--- config.mk ---
export PLATFORM = sky130hd
export DESIGN_NAME = scancode_set1_to_ascii_decoder_flat
export DESIGN_NICKNAME = d
export VERILOG_FILES = /design/src/hw/rtl/sc1a_pkg.sv /design/src/hw/rtl/sc1a_req_if.sv /design/src/hw/rtl/sc1a_rsp_if.sv /design/src/hw/rtl/sc1a_csr_if.sv /design/src/hw/rtl/scancode_set1_to_ascii_decoder.sv /design/src/flat_wrapper.sv
export SDC_FILE = /design/constraint.sdc
export NUM_CORES = 1
export LEC_CHECK = 0
export ABC_CLOCK_PERIOD_IN_PS = 3700
export BUFFER_PORTS_ARGS = -buffer_cell sky130_fd_sc_hd__buf_2
export CORE_UTILIZATION = 45
export DETAILED_ROUTE_END_ITERATION = 16
export PLACE_DENSITY = 0.76
export SYNTH_ARGS = -nofsm -noshare
export SYNTH_HDL_FRONTEND = slang
export SYNTH_SLANG_ARGS = --single-unit
--- constraint.sdc ---
create_clock -name clock -period 3.7 [get_ports clock]
set_input_delay 0 -clock clock [delete_from_list [all_inputs] [get_ports clock]]
set_output_delay 0 -clock clock [all_outputs]
set_load 0.02 [all_outputs]
--- src/hw/rtl/sc1a_pkg.sv ---
// Shared types and constants of the set 1 scan code decoder.
// Scan code values, result codes and the two translation tables.
// No dependencies.
package sc1a_pkg;

   typedef enum logic {
      OP_SCAN = 1'b0,
      OP_ACK  = 1'b1
   } op_type;

   typedef enum logic [1:0] {
      KIND_NONE = 2'd0,
      KIND_CHAR = 2'd1,
      KIND_NAV  = 2'd2
   } kind_type;

   typedef enum logic [2:0] {
      NAV_LEFT   = 3'd0,
      NAV_RIGHT  = 3'd1,
      NAV_UP     = 3'd2,
      NAV_DOWN   = 3'd3,
      NAV_HOME   = 3'd4,
      NAV_END    = 3'd5,
      NAV_DELETE = 3'd6
   } nav_type;

   localparam int unsigned BREAK_BIT = 7;

   localparam logic [7:0] SC_F12         = 8'h58;
   localparam logic [7:0] SC_PREFIX      = 8'hE0;
   localparam logic [7:0] SC_SHIFT_L     = 8'h2A;
   localparam logic [7:0] SC_SHIFT_R     = 8'h36;
   localparam logic [7:0] SC_SHIFT_L_BRK = 8'hAA;
   localparam logic [7:0] SC_SHIFT_R_BRK = 8'hB6;
   localparam logic [7:0] SC_CAPS        = 8'h3A;
   localparam logic [7:0] SC_TABLE_LEN   = 8'd59;
   localparam logic [7:0] SC_LETTER_LO   = 8'h10;
   localparam logic [7:0] SC_LETTER_HI   = 8'h32;

   localparam logic [7:0] SC_NAV_LEFT    = 8'h4B;
   localparam logic [7:0] SC_NAV_RIGHT   = 8'h4D;
   localparam logic [7:0] SC_NAV_UP      = 8'h48;
   localparam logic [7:0] SC_NAV_DOWN    = 8'h50;
   localparam logic [7:0] SC_NAV_HOME    = 8'h47;
   localparam logic [7:0] SC_NAV_END     = 8'h4F;
   localparam logic [7:0] SC_NAV_DELETE  = 8'h53;

   localparam logic [6:0] ASCII_LOWER_A  = 7'h61;
   localparam logic [6:0] ASCII_LOWER_Z  = 7'h7A;

   // Padded to 64 entries; codes from 59 upwards read as zero.
   localparam logic [6:0] PLAIN_TAB [0:63] = '{
      7'h00, 7'h00, 7'h31, 7'h32, 7'h33, 7'h34, 7'h35, 7'h36,
      7'h37, 7'h38, 7'h39, 7'h30, 7'h2D, 7'h3D, 7'h08, 7'h09,
      7'h71, 7'h77, 7'h65, 7'h72, 7'h74, 7'h79, 7'h75, 7'h69,
      7'h6F, 7'h70, 7'h5B, 7'h5D, 7'h0A, 7'h00, 7'h61, 7'h73,
      7'h64, 7'h66, 7'h67, 7'h68, 7'h6A, 7'h6B, 7'h6C, 7'h3B,
      7'h27, 7'h60, 7'h00, 7'h5C, 7'h7A, 7'h78, 7'h63, 7'h76,
      7'h62, 7'h6E, 7'h6D, 7'h2C, 7'h2E, 7'h2F, 7'h00, 7'h2A,
      7'h00, 7'h20, 7'h00, 7'h00, 7'h00, 7'h00, 7'h00, 7'h00
   };

   localparam logic [6:0] SHIFTED_TAB [0:63] = '{
      7'h00, 7'h00, 7'h21, 7'h40, 7'h23, 7'h24, 7'h25, 7'h5E,
      7'h26, 7'h2A, 7'h28, 7'h29, 7'h5F, 7'h2B, 7'h08, 7'h09,
      7'h51, 7'h57, 7'h45, 7'h52, 7'h54, 7'h59, 7'h55, 7'h49,
      7'h4F, 7'h50, 7'h7B, 7'h7D, 7'h0A, 7'h00, 7'h41, 7'h53,
      7'h44, 7'h46, 7'h47, 7'h48, 7'h4A, 7'h4B, 7'h4C, 7'h3A,
      7'h22, 7'h7E, 7'h00, 7'h7C, 7'h5A, 7'h58, 7'h43, 7'h56,
      7'h42, 7'h4E, 7'h4D, 7'h3C, 7'h3E, 7'h3F, 7'h00, 7'h2A,
      7'h00, 7'h20, 7'h00, 7'h00, 7'h00, 7'h00, 7'h00, 7'h00
   };

endpackage

--- src/hw/rtl/sc1a_req_if.sv ---
// Input channel of the scan code decoder: valid, ready and one scan item.
// Depends on sc1a_pkg for the operation code type.
interface sc1a_req_if;
   logic             valid;
   logic             ready;
   sc1a_pkg::op_type op;
   logic [7:0]       scan_byte;

   modport source (output valid, op, scan_byte, input ready);
   modport sink   (input valid, op, scan_byte, output ready);
endinterface

--- src/hw/rtl/sc1a_rsp_if.sv ---
// Result channel of the scan code decoder: valid, ready and one result item.
// Depends on sc1a_pkg for the kind and navigation key types.
interface sc1a_rsp_if;
   logic               valid;
   logic               ready;
   sc1a_pkg::kind_type kind;
   logic [6:0]         character;
   sc1a_pkg::nav_type  nav_key;
   logic               to_raw;
   logic               stop_requested;

   modport source (output valid, kind, character, nav_key, to_raw, stop_requested,
                   input ready);
   modport sink   (input valid, kind, character, nav_key, to_raw, stop_requested,
                   output ready);
endinterface

--- src/hw/rtl/sc1a_csr_if.sv ---
// Configuration write channel of the scan code decoder: raw mode bit.
// No dependencies.
interface sc1a_csr_if;
   logic valid;
   logic ready;
   logic raw_en;

   modport source (output valid, raw_en, input ready);
   modport sink   (input valid, raw_en, output ready);
endinterface

--- src/hw/rtl/scancode_set1_to_ascii_decoder.sv ---
// Set 1 scan code to ASCII decoder, top level.
// Input register, then result register; decode and state update is one table lookup deep.
// Throughput: 1 item per cycle unless a waiting result is not taken (rsp.ready low).
// Reset: synchronous, active high; clears shift, caps lock, prefix, stop flag, raw mode
// and both valid bits. Configuration writes are taken in every cycle.
// Depends on sc1a_pkg and the sc1a_req_if, sc1a_rsp_if and sc1a_csr_if interfaces.
module scancode_set1_to_ascii_decoder (
   input  logic        clock,
   input  logic        reset,
   sc1a_req_if.sink    req,
   sc1a_rsp_if.source  rsp,
   sc1a_csr_if.sink    csr
);

   // Input register
   logic             in_valid_ff;
   sc1a_pkg::op_type in_op_ff;
   logic [7:0]       in_byte_ff;

   // Keyboard state
   logic raw_en_ff;
   logic shift_ff, shift_in;
   logic caps_ff, caps_in;
   logic prefix_ff, prefix_in;
   logic stop_ff, stop_in;

   // Result register
   logic               rsp_valid_ff;
   sc1a_pkg::kind_type kind_ff, kind_in;
   logic [6:0]         char_ff, char_in;
   sc1a_pkg::nav_type  nav_ff, nav_in;
   logic               to_raw_ff, to_raw_in;

   // Decode helpers
   logic                advance;
   logic                is_break;
   logic [5:0]          tab_idx;
   logic [6:0]          plain_char;
   logic [6:0]          shifted_char;
   logic                shift_sel;
   logic [6:0]          sel_char;
   logic                nav_hit;
   sc1a_pkg::nav_type   nav_code;

   // The input register moves on whenever the result register is free or being
   // emptied, so a new transfer is taken while a finished result still waits.
   assign advance   = in_valid_ff && (!rsp_valid_ff || rsp.ready);
   assign req.ready = !in_valid_ff || advance;
   assign csr.ready = 1'b1;

   assign rsp.valid          = rsp_valid_ff;
   assign rsp.kind           = kind_ff;
   assign rsp.character      = char_ff;
   assign rsp.nav_key        = nav_ff;
   assign rsp.to_raw         = to_raw_ff;
   assign rsp.stop_requested = stop_ff;

   assign is_break     = in_byte_ff[sc1a_pkg::BREAK_BIT];
   assign tab_idx      = in_byte_ff[5:0];
   assign plain_char   = sc1a_pkg::PLAIN_TAB[tab_idx];
   assign shifted_char = sc1a_pkg::SHIFTED_TAB[tab_idx];

   // Caps lock flips shift only on the letter rows, and only where the plain
   // entry really is a lowercase letter.
   always_comb begin
      shift_sel = shift_ff;
      if (caps_ff && in_byte_ff >= sc1a_pkg::SC_LETTER_LO
          && in_byte_ff <= sc1a_pkg::SC_LETTER_HI
          && plain_char >= sc1a_pkg::ASCII_LOWER_A
          && plain_char <= sc1a_pkg::ASCII_LOWER_Z) begin
         shift_sel = !shift_ff;
      end
   end

   assign sel_char = shift_sel ? shifted_char : plain_char;

   // Navigation key lookup for the byte that follows the extended prefix.
   always_comb begin
      nav_hit  = 1'b1;
      nav_code = sc1a_pkg::NAV_LEFT;
      case (in_byte_ff)
         sc1a_pkg::SC_NAV_LEFT:   nav_code = sc1a_pkg::NAV_LEFT;
         sc1a_pkg::SC_NAV_RIGHT:  nav_code = sc1a_pkg::NAV_RIGHT;
         sc1a_pkg::SC_NAV_UP:     nav_code = sc1a_pkg::NAV_UP;
         sc1a_pkg::SC_NAV_DOWN:   nav_code = sc1a_pkg::NAV_DOWN;
         sc1a_pkg::SC_NAV_HOME:   nav_code = sc1a_pkg::NAV_HOME;
         sc1a_pkg::SC_NAV_END:    nav_code = sc1a_pkg::NAV_END;
         sc1a_pkg::SC_NAV_DELETE: nav_code = sc1a_pkg::NAV_DELETE;
         default:                 nav_hit  = 1'b0;
      endcase
   end

   // Decision order: acknowledge, F12, prefix, byte after prefix, shift make,
   // shift break, caps lock, other breaks, table lookup.
   always_comb begin
      shift_in  = shift_ff;
      caps_in   = caps_ff;
      prefix_in = prefix_ff;
      stop_in   = stop_ff;
      kind_in   = sc1a_pkg::KIND_NONE;
      char_in   = '0;
      nav_in    = sc1a_pkg::NAV_LEFT;
      to_raw_in = 1'b0;

      if (in_op_ff == sc1a_pkg::OP_ACK) begin
         stop_in = 1'b0;
      end else if (in_byte_ff == sc1a_pkg::SC_F12) begin
         // Hold a pending prefix across F12.
         stop_in = 1'b1;
      end else if (in_byte_ff == sc1a_pkg::SC_PREFIX) begin
         prefix_in = 1'b1;
      end else if (prefix_ff) begin
         prefix_in = 1'b0;
         if (!is_break && !raw_en_ff && nav_hit) begin
            kind_in = sc1a_pkg::KIND_NAV;
            nav_in  = nav_code;
         end
      end else if (in_byte_ff inside {sc1a_pkg::SC_SHIFT_L, sc1a_pkg::SC_SHIFT_R}) begin
         shift_in = 1'b1;
      end else if (in_byte_ff inside {sc1a_pkg::SC_SHIFT_L_BRK, sc1a_pkg::SC_SHIFT_R_BRK}) begin
         shift_in = 1'b0;
      end else if (in_byte_ff == sc1a_pkg::SC_CAPS) begin
         caps_in = !caps_ff;
      end else if (!is_break && in_byte_ff < sc1a_pkg::SC_TABLE_LEN) begin
         // Empty table entries produce nothing.
         if (sel_char != '0) begin
            kind_in   = sc1a_pkg::KIND_CHAR;
            char_in   = sel_char;
            to_raw_in = raw_en_ff;
         end
      end
   end

   // Control state and registered outputs
   always_ff @(posedge clock) begin
      if (reset) begin
         in_valid_ff  <= 1'b0;
         rsp_valid_ff <= 1'b0;
         raw_en_ff    <= 1'b0;
         shift_ff     <= 1'b0;
         caps_ff      <= 1'b0;
         prefix_ff    <= 1'b0;
         stop_ff      <= 1'b0;
      end else begin
         if (req.ready) begin
            in_valid_ff <= req.valid;
         end
         if (csr.valid) begin
            raw_en_ff <= csr.raw_en;
         end
         if (advance) begin
            rsp_valid_ff <= 1'b1;
            shift_ff     <= shift_in;
            caps_ff      <= caps_in;
            prefix_ff    <= prefix_in;
            stop_ff      <= stop_in;
         end else if (rsp.ready) begin
            rsp_valid_ff <= 1'b0;
         end
      end
   end

   // Payload registers: capture on transfer, hold otherwise.
   always_ff @(posedge clock) begin
      if (req.valid && req.ready) begin
         in_op_ff   <= req.op;
         in_byte_ff <= req.scan_byte;
      end
      if (advance) begin
         kind_ff   <= kind_in;
         char_ff   <= char_in;
         nav_ff    <= nav_in;
         to_raw_ff <= to_raw_in;
      end
   end

endmodule
--- src/flat_wrapper.sv ---
// flat-port wrapper written by rule: the top's interface ports become plain ports
module scancode_set1_to_ascii_decoder_flat 
  (clock, reset, req_valid, req_op, req_scan_byte, req_ready, rsp_valid, rsp_kind, rsp_character, rsp_nav_key, rsp_to_raw, rsp_stop_requested, rsp_ready, csr_valid, csr_raw_en, csr_ready);
  sc1a_req_if req_i ();
  sc1a_rsp_if rsp_i ();
  sc1a_csr_if csr_i ();
  input  logic clock;
  input  logic reset;
  input wire logic [$bits(req_i.valid)-1:0] req_valid;
  input wire logic [$bits(req_i.op)-1:0] req_op;
  input wire logic [$bits(req_i.scan_byte)-1:0] req_scan_byte;
  output wire logic [$bits(req_i.ready)-1:0] req_ready;
  output wire logic [$bits(rsp_i.valid)-1:0] rsp_valid;
  output wire logic [$bits(rsp_i.kind)-1:0] rsp_kind;
  output wire logic [$bits(rsp_i.character)-1:0] rsp_character;
  output wire logic [$bits(rsp_i.nav_key)-1:0] rsp_nav_key;
  output wire logic [$bits(rsp_i.to_raw)-1:0] rsp_to_raw;
  output wire logic [$bits(rsp_i.stop_requested)-1:0] rsp_stop_requested;
  input wire logic [$bits(rsp_i.ready)-1:0] rsp_ready;
  input wire logic [$bits(csr_i.valid)-1:0] csr_valid;
  input wire logic [$bits(csr_i.raw_en)-1:0] csr_raw_en;
  output wire logic [$bits(csr_i.ready)-1:0] csr_ready;
  assign req_i.valid = req_valid;
  assign req_i.op = req_op;
  assign req_i.scan_byte = req_scan_byte;
  assign req_ready = req_i.ready;
  assign rsp_valid = rsp_i.valid;
  assign rsp_kind = rsp_i.kind;
  assign rsp_character = rsp_i.character;
  assign rsp_nav_key = rsp_i.nav_key;
  assign rsp_to_raw = rsp_i.to_raw;
  assign rsp_stop_requested = rsp_i.stop_requested;
  assign rsp_i.ready = rsp_ready;
  assign csr_i.valid = csr_valid;
  assign csr_i.raw_en = csr_raw_en;
  assign csr_ready = csr_i.ready;
  scancode_set1_to_ascii_decoder u_core (.clock(clock), .reset(reset), .req(req_i), .rsp(rsp_i), .csr(csr_i));
endmodule
# Word level (Yosys, flattened, before mapping)

Memory sizes are Yosys's and may differ from the RTL's.
Cells that the tools add are included.

Flip-flop bits (word level): 29
Latch bits: 0
Memory bits (writable): 0
ROM bits: 896
Bits of input ports: 15
Output and inout bits: 17
Word-level logic and storage cells: 98
Memories kept: 2

Add/subtract/negate cells: 0
Multiply operators: 0
Divide/modulo/power cells: 0
$lt $le $gt $ge: 6
Eq/ne operators: 14
Shift operators: 0
Multiplexer cells: 22
Bitwise gates (word level): 10
Reduce and logical (&&, ||, !) cells: 31

Memory list:

| memory           | words | width | read ports | clocked after memory_dff | wr ports | line                                 | source |
|---|---|---|---|---|---|---|---|
| (name not given) | 64    | 7     | 1          | 0                        | 0        | scancode_set1_to_ascii_decoder.sv:61 | `assign shifted_char = sc1a_pkg::SHIFTED_TAB[tab_idx];` |
| (name not given) | 64    | 7     | 1          | 0                        | 0        | scancode_set1_to_ascii_decoder.sv:60 | `assign plain_char = sc1a_pkg::PLAIN_TAB[tab_idx];` |

Operator list:

| operator             | count |
|---|---|
| $eq A8 B7 Y1 const B | 8 |
| $mux W7              | 5 |
| $eq A8 B6 Y1 const B | 3 |
| $eq A8 B8 Y1 const B | 3 |
| $pmux W3 S6          | 1 |
| $ge A7 B7 Y1 const B | 2 |
| $mux W2              | 6 |
| $mux W1              | 10 |
| $reduce_bool A2 Y1   | 5 |
| $logic_and A1 B1 Y1  | 9 |
| $not A1 Y1           | 9 |
| $reduce_or A9 Y1     | 1 |
| $ge A8 B5 Y1 const B | 1 |
| $le A8 B6 Y1 const B | 1 |
| $lt A8 B6 Y1 const B | 1 |
| $reduce_and A8 Y1    | 1 |
| $le A7 B7 Y1 const B | 1 |
| $not A6 Y7           | 1 |
| $reduce_bool A7 Y1   | 1 |
| $reduce_or A7 Y1     | 1 |
| $logic_not A1 Y1     | 6 |
| $reduce_and A6 Y1    | 1 |
| $reduce_or A5 Y1     | 1 |
| $reduce_and A3 Y1    | 1 |
| other kinds (3)      | 4 |

# Depth between registers and ports, before layout

Gate-level depths: netlist of run 1.

Depth in word-level cells: 16
Gate-level depth with buffers: 12
Gate-level depth less buffers: 10

# Least setup slack after synthesis of run 1

No wires, ideal clock.

Kind: register to register
From: register u_core.in_byte_ff[1]
To: register u_core.char_ff[4], in the netlist u_core.rsp.character[4] (data pin)
Setup time: 0.266 ns
Arrival: 3.277 ns
Path slack: 0.156 ns
Stages on the path, launching flop included: 13
Path buffers: 2
Period minus slack after synthesis: 3.544 ns
Cells stage by stage: edfxtp_1 clkbuf_1 inv_1 ha_1 buf_2 a211o_1 o311a_1 or4_4 or2_4 o41a_4 a21boi_4 o21ai_0 nor3b_2

Cells in the longest elaborated chain, start to end: 12
Elaborated cells on any way between the ends: 32
Those cells by class: 5 x order compare; 7 x eq/ne; 6 x mux; 3 x bitwise; 9 x reduce/logical; 2 x memory

Ends and longest elaborated chain:

| item                                       | line                                                                       | source |
|---|---|---|
| from (decl)                                | scancode_set1_to_ascii_decoder.sv:18                                       | `logic [7:0] in_byte_ff;` |
| from (signal assigned)                     | scancode_set1_to_ascii_decoder.sv:167                                      | `in_byte_ff <= req.scan_byte;` |
| $not A6 Y7 (implied by the code)           | scancode_set1_to_ascii_decoder.sv:60, scancode_set1_to_ascii_decoder.sv:61 |  |
| $mem_v2 Z64 W7                             | n/a                                                                        |  |
| $mux W7 (implied by the code) (2 in a row) | scancode_set1_to_ascii_decoder.sv:60                                       |  |
| $ge A7 B7 Y1                               | scancode_set1_to_ascii_decoder.sv:69                                       | `&& plain_char >= sc1a_pkg::ASCII_LOWER_A` |
| $logic_and A1 B1 Y1                        | scancode_set1_to_ascii_decoder.sv:69                                       |  |
| $logic_and A1 B1 Y1                        | scancode_set1_to_ascii_decoder.sv:70                                       | `&& plain_char <= sc1a_pkg::ASCII_LOWER_Z) begin` |
| $mux W1                                    | scancode_set1_to_ascii_decoder.sv:67                                       | `if (caps_ff && in_byte_ff >= sc1a_pkg::SC_LETTER_LO` |
| $mux W7                                    | scancode_set1_to_ascii_decoder.sv:75                                       | `assign sel_char = shift_sel ? shifted_char : plain_char;` |
| $reduce_bool A7 Y1                         | scancode_set1_to_ascii_decoder.sv:126                                      | `if (sel_char != '0) begin` |
| $not A1 Y1 (no source line)                | n/a                                                                        |  |
| $reduce_or A9 Y1 (no source line)          | n/a                                                                        |  |
| to (signal assigned)                       | scancode_set1_to_ascii_decoder.sv:171                                      | `char_ff <= char_in;` |
| to (decl)                                  | scancode_set1_to_ascii_decoder.sv:30                                       | `logic [6:0] char_ff, char_in;` |

Parallel ways exist; a longest one is shown, timed or not. The select of a mux whose other input is x is not followed.
A chain may end at the register's enable or synchronous reset.

# Worst setup path after layout of run 1

From: register u_core.in_byte_ff[0]
To: register u_core.char_ff[4], in the netlist u_core.rsp.character[4] (data pin)

The elaborated chain is that of the path after synthesis.

==> impl_metrics.csv, run 1 <==
group,metric,value,unit
setup_path,cp_slowest_cell,"edfxtp_1",
timing,worst_pin_slew,0.6130,ns
setup_path,path_class,"reg2reg",
synth,synth_area_leaders,"edfxtp_1, ha_1, dfxtp_1, a21oi_1, mux2i_1",
global_routing,grt_pass1_wl,12.05,mm
worst_hold_path,hold_path_end,"u_core.rsp.valid$_SDFFE_PP0P_",
floorplan,rows,27,
global_routing,antenna_found_initial,0,
layout,finish.utilization,0.5535,
clocking,post_cts_resized,0,
synth,synthTopCellsByCount,"nor2_1, a21oi_1, edfxtp_1, nand2_1, o21ai_0",
floorplan,chipHeight,78.31,µm
synth,yosysSeqAreaShare,0.3056,
power,power.density,289.1,nW/µm²
timing,setup_slack,0.3422,ns
setup_path,r2r-start,"u_core.in_byte_ff[0]$_DFFE_PP_",
job,drv_cap,0,
setup_path,cp.required,3.73,ns
routing,vias,2697,
layout,drive_gt1_frac,0.1903,
clocking,cts_num_sinks,29,
synth,yosysTopAreaCell,"edfxtp_1",
routing,wl_per_cell,17.49,µm
synth,ys_seq_elements,29,
floorplan,die-area,6132,µm²
layout,area_growth,17.77,%
routing,viasPerCell,6.361,
timing,grt_setup_unrepaired,"false",
placement,numPortBuffers,30,
timing,tns,0,ns
timing,slew_viol_final,0,
power,ir_drop,201.5,µV
routing,drc,0,
setup_path,cp_max_fo,9,
timing,skew,0.009148,ns
timing,fin_crit_sh,0.9075,
clocking,cts_buffer_depth,2,
placement,gp_congestion,1.053,
synth,ys.flop_type,"edfxtp_1",
synth,synth_fp_nets,336,
synth,synth.most_common_cell,"nor2_1",
routing,drt-total-wl,7.416,mm
synth,synth_enable_flop_cells,22,
setup_path,r2r-end,"u_core.rsp.character[4]$_SDFFCE_PP0P_",
synth,avgSynthCellArea,8.479,µm²
timing,relSlewSlack,0.5898,
setup_path,r2r_cells,10,
timing,fmax,297.8,MHz
setup_path,slowest_delay,0.47,ns
layout,diodes,0,
setup_path,worstPathCellList,"buf_4, ha_1, mux2_1, a32o_1, or4_4, or2_4, o41a_4, a21boi_4, o21ai_0, nor3b_2",
layout,fin_area,3085,µm²
synth,syn_inst,309,
setup_path,r2r_slack,0.34,ns
clocking,hold_buffers,14,
timing,fin_crit,3.358,ns
clocking,clk_latency,0.29,ns
synth,synth_area,2620,µm²
floorplan,die_x,78.31,µm
global_routing,grt_max_degree,32,
routing,drtPass1Iterations,5,
clocking,cts-buffers-inserted,5,
timing,hold_viol,0,
synth,yosys_warnings,0,
synth,synth.top_cell.area_share,0.2521,
setup_path,crit_arrival,3.39,ns
placement,post-place-ws,0.3879,ns
clocking,cts_root_buffer,"clkbuf_8",
global_routing,grt_pass1_vias,2501,
floorplan,core_area,5574,µm²
layout,ff_latch_area,800.8,µm²
power,p_leak,1.210,nW
worst_hold_path,hp-start,"rsp_ready",
placement,place_area,2863,µm²
synth,async_flop_share,0,
setup_path,cp-start-kind,"flop",
clocking,cts_setup_buffers,0,
status,status,"finished clean",
synth,ys_types,68,
clocking,htree_levels,2,
layout,multi_input_area,1672,µm²
worst_hold_path,holdPathStages,4,
placement,dp_hpwl,5.293,mm
layout,fill_cells,508,
routing,initialDrtViolationCount,346,
floorplan,ioPinCount,32,
worst_hold_path,hold_path_class,"in2reg",
global_routing,grt_overflow,0,
setup_path,critPathTopFamily,"compound AO/OA/AOI/OAI gates",
timing,finalSetupViolations,0,
clocking,cts.reportedPaths.clkPinSlew,0.07,ns
setup_path,cp-end-kind,"flop",
routing,antenna_left,0,
layout,fin_nets,378,
clocking,cts_tree,"yes",
setup_path,crit_buf_inv,1,
floorplan,initial_core_util,0.4700,
global_routing,grt_usage,0.2560,
[worst max path at each step]
stage	start	to	cells past startpoint
2_1_floorplan	u_core.in_byte_ff[1]$_DFFE_PP_	u_core.rsp.character[4]$_SDFFCE_PP0P_	12
3_3_place_gp	u_core.in_byte_ff[0]$_DFFE_PP_	u_core.rsp.character[4]$_SDFFCE_PP0P_	10
3_5_place_dp	u_core.in_byte_ff[0]$_DFFE_PP_	u_core.rsp.character[4]$_SDFFCE_PP0P_	10
4_1_cts	u_core.in_byte_ff[0]$_DFFE_PP_	u_core.rsp.character[4]$_SDFFCE_PP0P_	10
5_1_grt	u_core.in_byte_ff[3]$_DFFE_PP_	u_core.rsp.character[4]$_SDFFCE_PP0P_	9
6_report	u_core.in_byte_ff[0]$_DFFE_PP_	u_core.rsp.character[4]$_SDFFCE_PP0P_	10
[report_power, final]
group          total [mW]  switching (mW)  internal [mW]
logic               0.255           0.152          0.103
registers           0.383          0.0159          0.367
clock network       0.254           0.124          0.130
[worst min-delay path, cell delays in order]
cell and delay (ns):
buf_2 0.08, nor2b_1 0.07, nor2_1 0.09, nor2_1 0.04
[state kept, by name, indices dropped and copies added, names as in the netlist, 2 cells and up]
| register | flops |
|---|---|
| u_core.in_byte_ff | 8 |
| u_core.rsp.character | 7 |
| u_core.rsp.nav_key | 3 |
| u_core.rsp.kind | 2 |
[cell usage in the layout (no fill, tap or decap), drive strengths merged, types with 12 or more instances in the layout]
master,count
a21oi,22
buf,47
dlygate4sd3,14
edfxtp,22
ha,12
nand2,22
nor2,29
nor3,14
o21ai,14
[cells by family (layout without fill, tap and decap cells)]
family / count (synthesis) / in the layout / share of synthesized area
other: 1 / 1 / 0.001431
multiplexers: 13 / 13 / 0.05062
flip-flops: 29 / 29 / 0.3056
buffers and inverters: 32 / 75 / 0.05635
AND/OR/NAND/NOR: 129 / 129 / 0.2670
adder cells (fa/ha/maj): 12 / 12 / 0.05731
XOR/XNOR: 3 / 3 / 0.01003
AO/OA/AOI/OAI: 90 / 90 / 0.2517
[metal layers]
layer  share of wire  up-vias  GRT usage  wire, µm
li1                -     1248          -         -
met1            0.41     1248     0.3201      3052
met5               0        -          0         0
met2            0.46      171     0.4070      3448
met3           0.085       30    0.06047       633
met4           0.038        0     0.1370       282
[per-stage QoR]
step / hold WS (ns) / cells / power [mW]
floorplan: 0.07214 / 309 / 0.5554
CTS: 0.01090 / 424 / 0.8858
detailed placement: 0.1781 / 402 / 0.6233
global route: 0.03758 / 424 / 0.9256
finish: 0.01708 / 424 / 0.8920
global placement: 0.1774 / 402 / 0.6195
[layout make-up]
cell class                      instances  share of cell area
Timing Repair Buffer                   61              0.1354
Clock inverter                          2            0.003244
Sequential cell                        29              0.2595
Clock buffer                            6             0.02352
Tap cell                               72             0.02920
Multi-Input combinational cell        248              0.5418
Inverter                                6            0.007299
Note: power is estimated with default switching activity, not from simulation.
==> run 2: changes to the inputs <==
--- a/config.mk
+++ b/config.mk
@@ -5,8 +5,9 @@
 export SDC_FILE = /design/constraint.sdc
 export NUM_CORES = 1
 export LEC_CHECK = 0
-export ABC_CLOCK_PERIOD_IN_PS = 3700
+export ABC_CLOCK_PERIOD_IN_PS = 3000
 export BUFFER_PORTS_ARGS = -buffer_cell sky130_fd_sc_hd__buf_2
+export CORE_MARGIN = 2
 export CORE_UTILIZATION = 45
 export DETAILED_ROUTE_END_ITERATION = 16
 export PLACE_DENSITY = 0.76
==> constraint.sdc (replaced) <==
create_clock -name clock -period 3 [get_ports clock]
set_input_delay 0 -clock clock [delete_from_list [all_inputs] [get_ports clock]]
set_output_delay 0 -clock clock [all_outputs]
set_load 0.02 [all_outputs]
==> impl_metrics.csv, run 2 (synthesis results as in run 1) <==
group,metric,value,unit
floorplan,die-area,6449,µm²
clocking,cts_num_sinks,29,
clocking,cts_root_buffer,"clkbuf_8",
layout,drive_gt1_frac,0.3051,
setup_path,cp_slowest_cell,"or4_4",
setup_path,cp_max_fo,4,
routing,drt-total-wl,8.027,mm
routing,vias,2818,
timing,fmax,322.3,MHz
floorplan,initial_core_util,0.4700,
timing,skew,0.005056,ns
setup_path,path_class,"reg2reg",
power,ir_drop,302.4,µV
placement,dp_hpwl,5.688,mm
layout,diodes,0,
job,drv_cap,0,
timing,slew_viol_final,0,
power,p_leak,1.416,nW
clocking,htree_levels,2,
global_routing,grt_pass1_vias,2664,
layout,final_common_cell,"buf_4",
placement,numPortBuffers,30,
timing,finalSetupViolations,5,
routing,drc,0,
setup_path,crit_arrival,3.13,ns
setup_path,cp-start-kind,"flop",
setup_path,crit_buf_inv,2,
clocking,cts_tree,"yes",
timing,fin_crit_sh,1.034,
global_routing,grt_pass1_wl,13.01,mm
setup_path,cp-end-kind,"flop",
routing,drtPass1Iterations,6,
status,violations,"negative setup slack",
layout,largest_reg_flops,8,
routing,viasPerCell,6.100,
timing,setup_slack,-0.1029,ns
clocking,cts-buffers-inserted,5,
setup_path,critPathTopFamily,"simple AND/OR/NAND/NOR gates",
timing,hold_viol,0,
timing,fin_crit,3.103,ns
global_routing,grt_overflow,0,
placement,gp_congestion,0.9550,
clocking,clk_latency,0.28,ns
setup_path,cp.required,3.03,ns
power,power.density,340.0,nW/µm²
global_routing,grt_usage,0.2645,
clocking,cts.reportedPaths.clkPinSlew,0.07,ns
global_routing,antenna_found_initial,0,
floorplan,ioPinCount,32,
floorplan,die_x,80.31,µm
worst_hold_path,hold_path_class,"in2reg",
floorplan,rows,27,
setup_path,crit_top_cell,"buf_4",
routing,initialDrtViolationCount,363,
floorplan,chipHeight,80.31,µm
routing,wl_per_cell,17.37,µm
layout,finish.utilization,0.6263,
status,status,"finished, violations left",
floorplan,core_area,5574,µm²
routing,antenna_left,0,
setup_path,worstPathCellList,"buf_4, ha_2, buf_4, mux2i_1, o32ai_1, or4_4, or2_4, o41a_4, a21boi_4, o21ai_1, nor3b_2",
global_routing,grt_max_degree,25,
layout,regMostFlops,"u_core.in_byte_ff",
setup_path,slowest_delay,0.55,ns
layout,fin_nets,416,
clocking,cts_buffer_depth,2,
layout,area_growth,33.24,%
placement,post-place-ws,-0.1438,ns
timing,grt_setup_unrepaired,"true",
layout,final_cell_mix,"buf_4, buf_2, nor2_1",
==> run 2: cell count changes in the layout (fill, tap and decap cells not counted), sizes merged <==
cell,before,now
buf,47,84
dlygate4sd3,14,15
inv,6,5
clkinvlp,0,1
==> run 2: worst reg2reg max path, delay by kind of cell (launching register included) <==
| kind | cells | cell delay [ns] |
|---|---|---|
| flops | 1 | 0.41 |
| compound gates | 4 | 0.79 |
| fa+ha+maj | 1 | 0.20 |
| buf+inv | 2 | 0.31 |
| mux | 1 | 0.16 |
| simple gates | 3 | 0.98 |
==> run 2: power by group <==
group          total, mW  internal [mW]  switching (mW)  leakage (nW)
registers          0.469          0.452          0.0170         0.261
clock network      0.334          0.181           0.153        0.0486
logic              0.383          0.175           0.208          1.11
total               1.19          0.809           0.378          1.42
==> run 2: cell type report <==
cell class	count	area [µm²]
multi-input cells	248	1749
clock buffers	6	82.58
inverters	6	26.28
fillers	479	2083
well taps	72	90.09
flip-flops and latches	29	800.8
clock inverters	2	8.758
repair buffers	99	733.2
==> run 2: per-layer routing <==
layer / track usage / up-vias / part of all wire
li1: - / 1324 / -
met1: 0.3308 / 1308 / 0.41
met2: 0.4483 / 150 / 0.49
met3: 0.05618 / 36 / 0.069
met4: 0.09322 / 0 / 0.029
met5: 0 / - / 0
==> run 2: final timing paths <==
path                                                              end                            start  slack [ns]  cells after the start
worst min-delay path                    u_core.rsp.valid$_SDFFE_PP0P_                        rsp_ready        0.04                      4
worst max-delay path            u_core.rsp.character[4]$_SDFFCE_PP0P_   u_core.in_byte_ff[1]$_DFFE_PP_       -0.10                     11
worst min register to register          u_core.rsp.valid$_SDFFE_PP0P_  u_core.in_valid_ff$_SDFFE_PP0N_        0.53                      2
worst max register to register  u_core.rsp.character[4]$_SDFFCE_PP0P_   u_core.in_byte_ff[1]$_DFFE_PP_       -0.10                     11
==> run 2: repair_timing <==
item / CTS / global route
gates cloned: 0 / 0
setup buffers: 2 / 0
hold endpoints to repair: 15 / 0
resized for setup: 7 / 8
pin swaps: 5 / 4
hold buffers: 15 / 0
endpoints found under the setup margin: 6 / 7
==> run 2: per-stage QoR <==
stage          hold WS (ns)  std cells  total power [mW]  TNS, ns  instance area, µm²
5_1_grt             0.06093        462             1.240   -1.132                3491
4_1_cts             0.04474        462             1.170  -0.1649                3460
2_1_floorplan       0.07214        309            0.6919   -1.783                2676
3_5_place_dp         0.1783        437            0.8209  -0.5534                3177
6_report            0.04240        462             1.187  -0.3762                3491
3_3_place_gp         0.1780        437            0.8159  -0.1369                3177
